`src/rtl/qsvs_pkg.sv`:
```
// Types, codes and helpers of the state vector sampler.
// Used by the store, the iterative unit and the top level.
`timescale 1ns / 1ps
package qsvs_pkg;
  localparam int AMP_W = 18;
  localparam int ENTRY_W = 2 * AMP_W;
  localparam int SQ_W = 64;
  localparam int ROOT_W = 32;
  localparam int DEN_W = ROOT_W + 1;
  localparam int NUM_W = 42;
  localparam int REM_W = 36;
  localparam int OUT_IDX_W = 10;

  typedef logic signed [AMP_W-1:0] amp_t;
  typedef logic [2:0] cmd_t;
  typedef logic [1:0] status_t;

  localparam cmd_t CMD_CLEAR = 3'd0;
  localparam cmd_t CMD_WRITE = 3'd1;
  localparam cmd_t CMD_NORM = 3'd2;
  localparam cmd_t CMD_SAMPLE = 3'd3;
  localparam cmd_t CMD_COLLAPSE = 3'd4;

  localparam status_t ST_OK = 2'd0;
  localparam status_t ST_ZERO_NORM = 2'd1;
  localparam status_t ST_NO_OUTCOME = 2'd2;

  localparam amp_t AMP_ONE = 18'sd65536;
  localparam amp_t AMP_MAX = 18'sd131071;
  localparam amp_t AMP_MIN = -18'sd131072;

  typedef struct packed {
    logic start;
    logic is_sqrt;
  } unit_ctl_t;

  function automatic amp_t sat_part(input logic neg, input logic [NUM_W-1:0] q);
    amp_t v;
    v = '0;
    if (neg) begin
      if (q > NUM_W'(131072)) v = AMP_MIN;
      else v = -amp_t'(q[AMP_W-1:0]);
    end else begin
      if (q > NUM_W'(131071)) v = AMP_MAX;
      else v = amp_t'(q[AMP_W-1:0]);
    end
    return v;
  endfunction
endpackage

```
`src/rtl/qsvs_unit.sv`:
```
// Shared shift-and-subtract unit: integer square root or restoring division.
// Depends on qsvs_pkg for widths and the control struct.
`timescale 1ns / 1ps
module qsvs_unit (
  input  logic                          clk,
  input  logic                          rst,
  input  qsvs_pkg::unit_ctl_t           ctl,
  input  logic [qsvs_pkg::SQ_W-1:0]     sq_in,
  input  logic [qsvs_pkg::NUM_W-1:0]    num,
  input  logic [qsvs_pkg::DEN_W-1:0]    den,
  output logic                          done,
  output logic [qsvs_pkg::NUM_W-1:0]    res
);
  import qsvs_pkg::*;

  logic              busy;
  logic              mode_sqrt;
  logic [5:0]        steps;
  logic [SQ_W-1:0]   opnd;
  logic [REM_W-1:0]  rem;
  logic [REM_W-1:0]  rem_sh;
  logic [REM_W-1:0]  trial;
  logic              fits;

  always_comb begin
    if (mode_sqrt) begin
      rem_sh = {rem[REM_W-3:0], opnd[SQ_W-1 -: 2]};
      trial = {res[REM_W-3:0], 2'b01};
    end else begin
      rem_sh = {rem[REM_W-2:0], opnd[SQ_W-1]};
      trial = REM_W'(den);
    end
    fits = rem_sh >= trial;
  end

  always_ff @(posedge clk) begin
    if (rst) begin
      busy <= 1'b0;
      done <= 1'b0;
    end else begin
      done <= 1'b0;
      if (ctl.start) begin
        busy <= 1'b1;
        mode_sqrt <= ctl.is_sqrt;
        steps <= ctl.is_sqrt ? 6'(ROOT_W) : 6'(NUM_W);
        opnd <= ctl.is_sqrt ? sq_in : {num, (SQ_W - NUM_W)'(0)};
        rem <= '0;
        res <= '0;
      end else if (busy) begin
        rem <= fits ? rem_sh - trial : rem_sh;
        res <= {res[NUM_W-2:0], fits};
        opnd <= mode_sqrt ? {opnd[SQ_W-3:0], 2'b00} : {opnd[SQ_W-2:0], 1'b0};
        steps <= steps - 6'd1;
        if (steps == 6'd1) begin
          busy <= 1'b0;
          done <= 1'b1;
        end
      end
    end
  end
endmodule

```
`config.mk`:
```
export PLATFORM = sky130hd
export DESIGN_NAME = qsvs_unit
export DESIGN_NICKNAME = d
export VERILOG_FILES = /design/src/rtl/qsvs_pkg.sv /design/src/rtl/qsvs_unit.sv
export SDC_FILE = /design/constraint.sdc
export NUM_CORES = 1
export LEC_CHECK = 0
export ABC_CLOCK_PERIOD_IN_PS = 8500
export BUFFER_PORTS_ARGS = -buffer_cell sky130_fd_sc_hd__buf_2
export CAP_MARGIN = 20
export CORE_MARGIN = 4
export CORE_UTILIZATION = 51
export DETAILED_ROUTE_END_ITERATION = 6
export PLACE_DENSITY = 0.77
export SETUP_SLACK_MARGIN = 0.02
export SLEW_MARGIN = 20
export SYNTH_ARGS = -nofsm -noshare
export SYNTH_HDL_FRONTEND = slang
export SYNTH_SLANG_ARGS = --single-unit
```
`constraint.sdc`:
```
create_clock -name clk -period 8.5 [get_ports clk]
set_input_delay 1.275 -clock clk [delete_from_list [all_inputs] [get_ports clk]]
set_output_delay 1.275 -clock clk [all_outputs]
set_load 0.02 [all_outputs]
```
======== After elaboration in Yosys (flattened, before gate mapping) ========
Cells that the tools add are included.
storage, ports and cells
  register bits after elaboration ......... 150
  bits in latches ......................... 0
  memory bits (writable) .................. 0
  ROM bits ................................ 0
  input port bits ......................... 143
  output and inout bits ................... 43
  word-level logic and storage cells ...... 33
  memories ................................ 0
operators by class
  add/sub/neg operators ................... 2
  multipliers ............................. 0
  divide/modulo/power cells ............... 0
  $lt $le $gt $ge ......................... 1
  eq/ne operators ......................... 1
  shift-type cells ........................ 0
  mux-type cells .......................... 16
  bitwise operators ....................... 2
  reduce and logical (&&, ||, !) cells .... 4
operator list
  kind                                               number
  2-to-1 mux 64 bit                                  4
  2-to-1 mux 36 bit                                  2
  2-to-1 mux 35 bit                                  2
  2-to-1 mux 42 bit                                  1
  greater-or-equal comparator 36 bit                 1
  subtractor 35 bit                                  1
  2-to-1 mux 6 bit                                   2
  == test 6 x 1 -> 1 bit (second input constant)     1
  subtractor 6 x 1 -> 6 bit (second input constant)  1
  2-to-1 mux 1 bit                                   4
  2-to-1 mux 4 bit                                   1
  AND reduction 2 bit                                2
  OR reduction 3 bit                                 1
  inverter 1 bit                                     2
  nonzero test 2 bit                                 1

======== Logic depth before layout (Yosys ltp) ========
  depth in word-level cells ............... 4
  depth in mapped cells ................... 18
  gate-level depth less buffers ........... 12

======== Least setup slack after synthesis ========
No wires, ideal clock.
  path kind ............................... input to register
  from .................................... input ctl[1] (netlist bit)
  to ...................................... register opnd[0], enable pin
  setup time .............................. 0.656 ns
  data arrival time ....................... 8.007 ns
  data required time ...................... 7.844 ns
  setup slack ............................. -0.163 ns
  stages on the path ...................... 4
  path buffers ............................ 2
  cells stage by stage .................... clkbuf_1 > clkbuf_1 > nor2_1 > nor2_1
between the ends
  longest elaborated chain between the ends .. 2
ends and longest elaborated chain
  element                               RTL line         text
  start, declared                       qsvs_unit.sv:7   input qsvs_pkg::unit_ctl_t ctl,
  nonzero test 2 bit (no source line)   n/a
  AND reduction 2 bit (no source line)  n/a
  end signal, assigned                  qsvs_unit.sv:46  opnd <= ctl.is_sqrt ? sq_in : {num, (SQ_W - NUM_W)'(0)};
  end signal, assigned                  qsvs_unit.sv:52  opnd <= mode_sqrt ? {opnd[SQ_W-3:0], 2'b00} : {opnd[SQ_W-2:0], 1'b0};
  end, declared                         qsvs_unit.sv:19  logic [SQ_W-1:0] opnd;
No other way between the ends.
A chain may end at the register's enable or synchronous reset.

======== Worst setup path in the final report ========
  from .................................... register mode_sqrt
  to ...................................... register rem[33], data pin
between the ends
  longest elaborated chain between the ends .. 4
  elaborated cells on any way between the ends .. 6
  those cells by class .................... add/sub (1); order compare (1); mux (4)
ends and longest elaborated chain
  element                                                                         RTL line                          text
  start, declared                                                                 qsvs_unit.sv:17                   logic mode_sqrt;
  start signal, assigned                                                          qsvs_unit.sv:44                   mode_sqrt <= ctl.is_sqrt;
  2-to-1 mux 36 bit                                                               qsvs_unit.sv:26                   if (mode_sqrt) begin
  subtractor 35 bit / greater-or-equal comparator 36 bit (equally long branches)  qsvs_unit.sv:50, qsvs_unit.sv:33
  2-to-1 mux 35 bit *                                                             qsvs_unit.sv:50                   rem <= fits ? rem_sh - trial : rem_sh;
  2-to-1 mux 35 bit *                                                             qsvs_unit.sv:49                   end else if (busy) begin
  end signal, assigned                                                            qsvs_unit.sv:50
  end, declared                                                                   qsvs_unit.sv:20                   logic [REM_W-1:0] rem;
Every way passes the cells marked *; elsewhere a longest branch is shown, timed or not. The select of a mux whose other input is x is not followed.

==> impl_metrics.tcl <==
set metrics [dict create \
    synthArstFlopShare_pct 0 \
    synth_ff_type "edfxtp_1" \
    fin_crit_sh_pct 59.1 \
    htree_levels 4 \
    worstPathArrival_ns 5.19 \
    synth-simple-area-share_pct 13.4 \
    tightest_slew_ns 1.05 \
    placement.cell_area_um2 11100 \
    hold_start "busy" \
    grt_antenna_before_repair 0 \
    postCtsSetupBuffers 0 \
    muxShareOfSynthArea_pct 15.0 \
    cpPeakStageDelay_ns 0.77 \
    viasPerCell 5.65 \
    drc_errors 0 \
    cap_violations 0 \
    worst_r2r_path_depth 14 \
    cts_tree "built" \
    setup-tns-final_ns 0 \
    drt_pass1_iterations 5 \
    cts_root_buf "clkbuf_16" \
    cts_resized 0 \
    power_density_nw_per_um2 213 \
    slew_violations 0 \
    overflow 0 \
    holdPathStages 1 \
    setup_viol_count_final 0 \
    rows 50 \
    yosys_warnings 0 \
    slowest_stage "buf_4" \
    crit_start "mode_sqrt" \
    core_um2 19000 \
    fmax_mhz 199 \
    hold_buffers 0 \
    die_height_um 148 \
    worst_slew_margin_rel_pct 30.2 \
    ys_ff_latch 150 \
    wl_per_cell_um 16.8 \
    synth_most_common_cell "edfxtp_1" \
    grt_pass1_wl_mm 36.9 \
    drive_gt1_share_pct 24.5 \
    worst_setup_path_start_kind "register" \
    worstPathRequired_ns 8.67 \
    path_cells "buf_4, mux2i_1, ha_1, inv_1, fa_1, a21o_1, a31o_1, a21o_1, a221o_1, a311o_1, and2_1, buf_4, nand2_1, o32ai_1" \
    synth_cell_types 60 \
    nNetsFinal 1287 \
    dieArea_um2 21900 \
    clk_latency_ns 0.43 \
    hold_violations 0 \
    synthAdderAreaFrac_pct 4.96 \
    yosys-top-cells-area "edfxtp_1 (44%), mux2i_1 (11%), nor2b_1 (5.3%)" \
    area_delta_synth_final_pct 17.2 \
    cp_max_fo 72 \
    postRouteAntennaNets 0 \
    synth_xor_area_share_pct 2.45 \
    syn_avg_cell_area_um2 10.5 \
    synth_top_area_share_pct 44.5 \
    cts.sinks 150 \
    p_leak_nw 4.83 \
    worstSetupPathType "reg -> reg" \
    vias 7791 \
    min_period_ns 5.03 \
    synth-compound-area-share_pct 16.2 \
    ios 186 \
    wirelength_mm 23.1 \
    synth_area_um2 9990 \
    hpwl_mm 15.9 \
    synth_top_family_by_area "compound AO/OA/AOI/OAI gates" \
    min_path_type "reg -> reg" \
    timing.clock.skew_ns 0.0101 \
    outcome "completed" \
    drt_iter0_drc 544 \
    die_w_um 148 \
    synth_commonest_cells "edfxtp_1 (148), mux2i_1 (110), a21oi_1 (89)" \
    diodes 0 \
    synth-edff-count 148 \
    design_area_um2 11700 \
    grt_pass1_vias 7486 \
    ys_seq_area_share_pct 44.9 \
    gp_congestion 0.885 \
    rsz0062_at_grt "no" \
    clk_path_buf_depth 2 \
    synthCells 954 \
    grt_max_degree 114 \
    synth_area_leader_cell "edfxtp_1" \
    syn-num-nets 1136 \
    cp-end-kind "register" \
    vdd_ir_drop_max_mv 0.164 \
    initial_core_util_pct 52.7 \
    worstReg2RegStart "mode_sqrt" \
    grt_usage_pct 20.6 \
    cts_buffers 17 \
    clk_pin_slew_ns 0.07 \
    portBuffers 185 \
]
-- worst paths after layout --
| kind | slack (ns) | to |
|---|---|---|
| max | 3.47 | rem[33] |
| min | 0.49 | done |
| min reg2reg | 0.49 | done |
| max reg2reg | 3.47 | rem[33] |
-- state kept, by name, indices dropped and copies added (netlist names) --
| signal | cells |
|---|---|
| steps | 6 |
| done | 1 |
| busy | 1 |
| mode_sqrt | 1 |
| res | 42 |
| rem | 35 |
| opnd | 64 |
-- logic make-up (layout without fill, tap and decap cells) --
group	count (synthesis)	in the layout
AOI/OAI and AO/OA	252	252
xor gates and xnor gates	28	28
DFF	150	150
adders and majority gates	39	39
buffers and inverters	79	243
and+or+nand+nor	261	261
muxes	145	145
-- per-stage QoR --
step | util (%) | power [mW] | worst slack [ns] | hold slack (ns) | instances
final | 61.8 | 2.50 | 3.47 | 0.486 | 1378
after global routing | 61.8 | 2.63 | 3.07 | 0.506 | 1378
after CTS | 61.5 | 2.50 | 3.55 | 0.486 | 1376
after detailed placement | 58.3 | 1.72 | 3.56 | 0.474 | 1344
after global placement | 58.3 | 1.71 | 3.74 | 0.472 | 1344
after floorplan | - | 1.55 | 2.33 | 0.458 | 954
-- cells in the final DEF (no fill, tap or decap), drive strengths merged, types with 27 or more instances in the layout --
master  Yosys  final
a211oi     51     51
a21oi      89     89
buf        17    194
edfxtp    148    148
ha         38     38
inv        17     27
mux2       35     35
mux2i     110    110
nand2      64     64
nor2       51     51
nor2b      85     85
o21ai      43     43
-- final cells by class --
| type | instances | area [um^2] |
|---|---|---|
| clock buffer | 17 | 425 |
| inverter | 17 | 63.8 |
| clock inverter | 15 | 175 |
| sequential | 150 | 4480 |
| timing repair buffer | 194 | 1030 |
| multi-input combinational | 725 | 5200 |
| fill | 1558 | 7250 |
| tap | 260 | 325 |
-- report_power, final --
group | switching, mW | total, mW | internal (mW)
Combinational | 0.453 | 0.784 | 0.331
Clock | 0.357 | 0.779 | 0.422
Sequential | 0.0330 | 0.936 | 0.903
-- worst max-delay path, delay by kind of cell, from the launching register on --
kind / cells / cell delay (ns)
AND/OR/NAND/NOR: 2 / 0.61
buffers and inverters: 3 / 1.18
multiplexers: 1 / 0.37
AO/OA/AOI/OAI: 6 / 1.51
adder cells (fa/ha/maj): 2 / 0.61
flip-flops: 1 / 0.35
-- per-layer routing --
metal	wire, um	track usage, %	vias up
li1	-	-	3885
met2	10800	33.2	218
met4	364	6.24	0
met5	0	0	-
met1	10600	28.3	3661
met3	1260	3.99	27
Power figures use the tool's default switching activity.
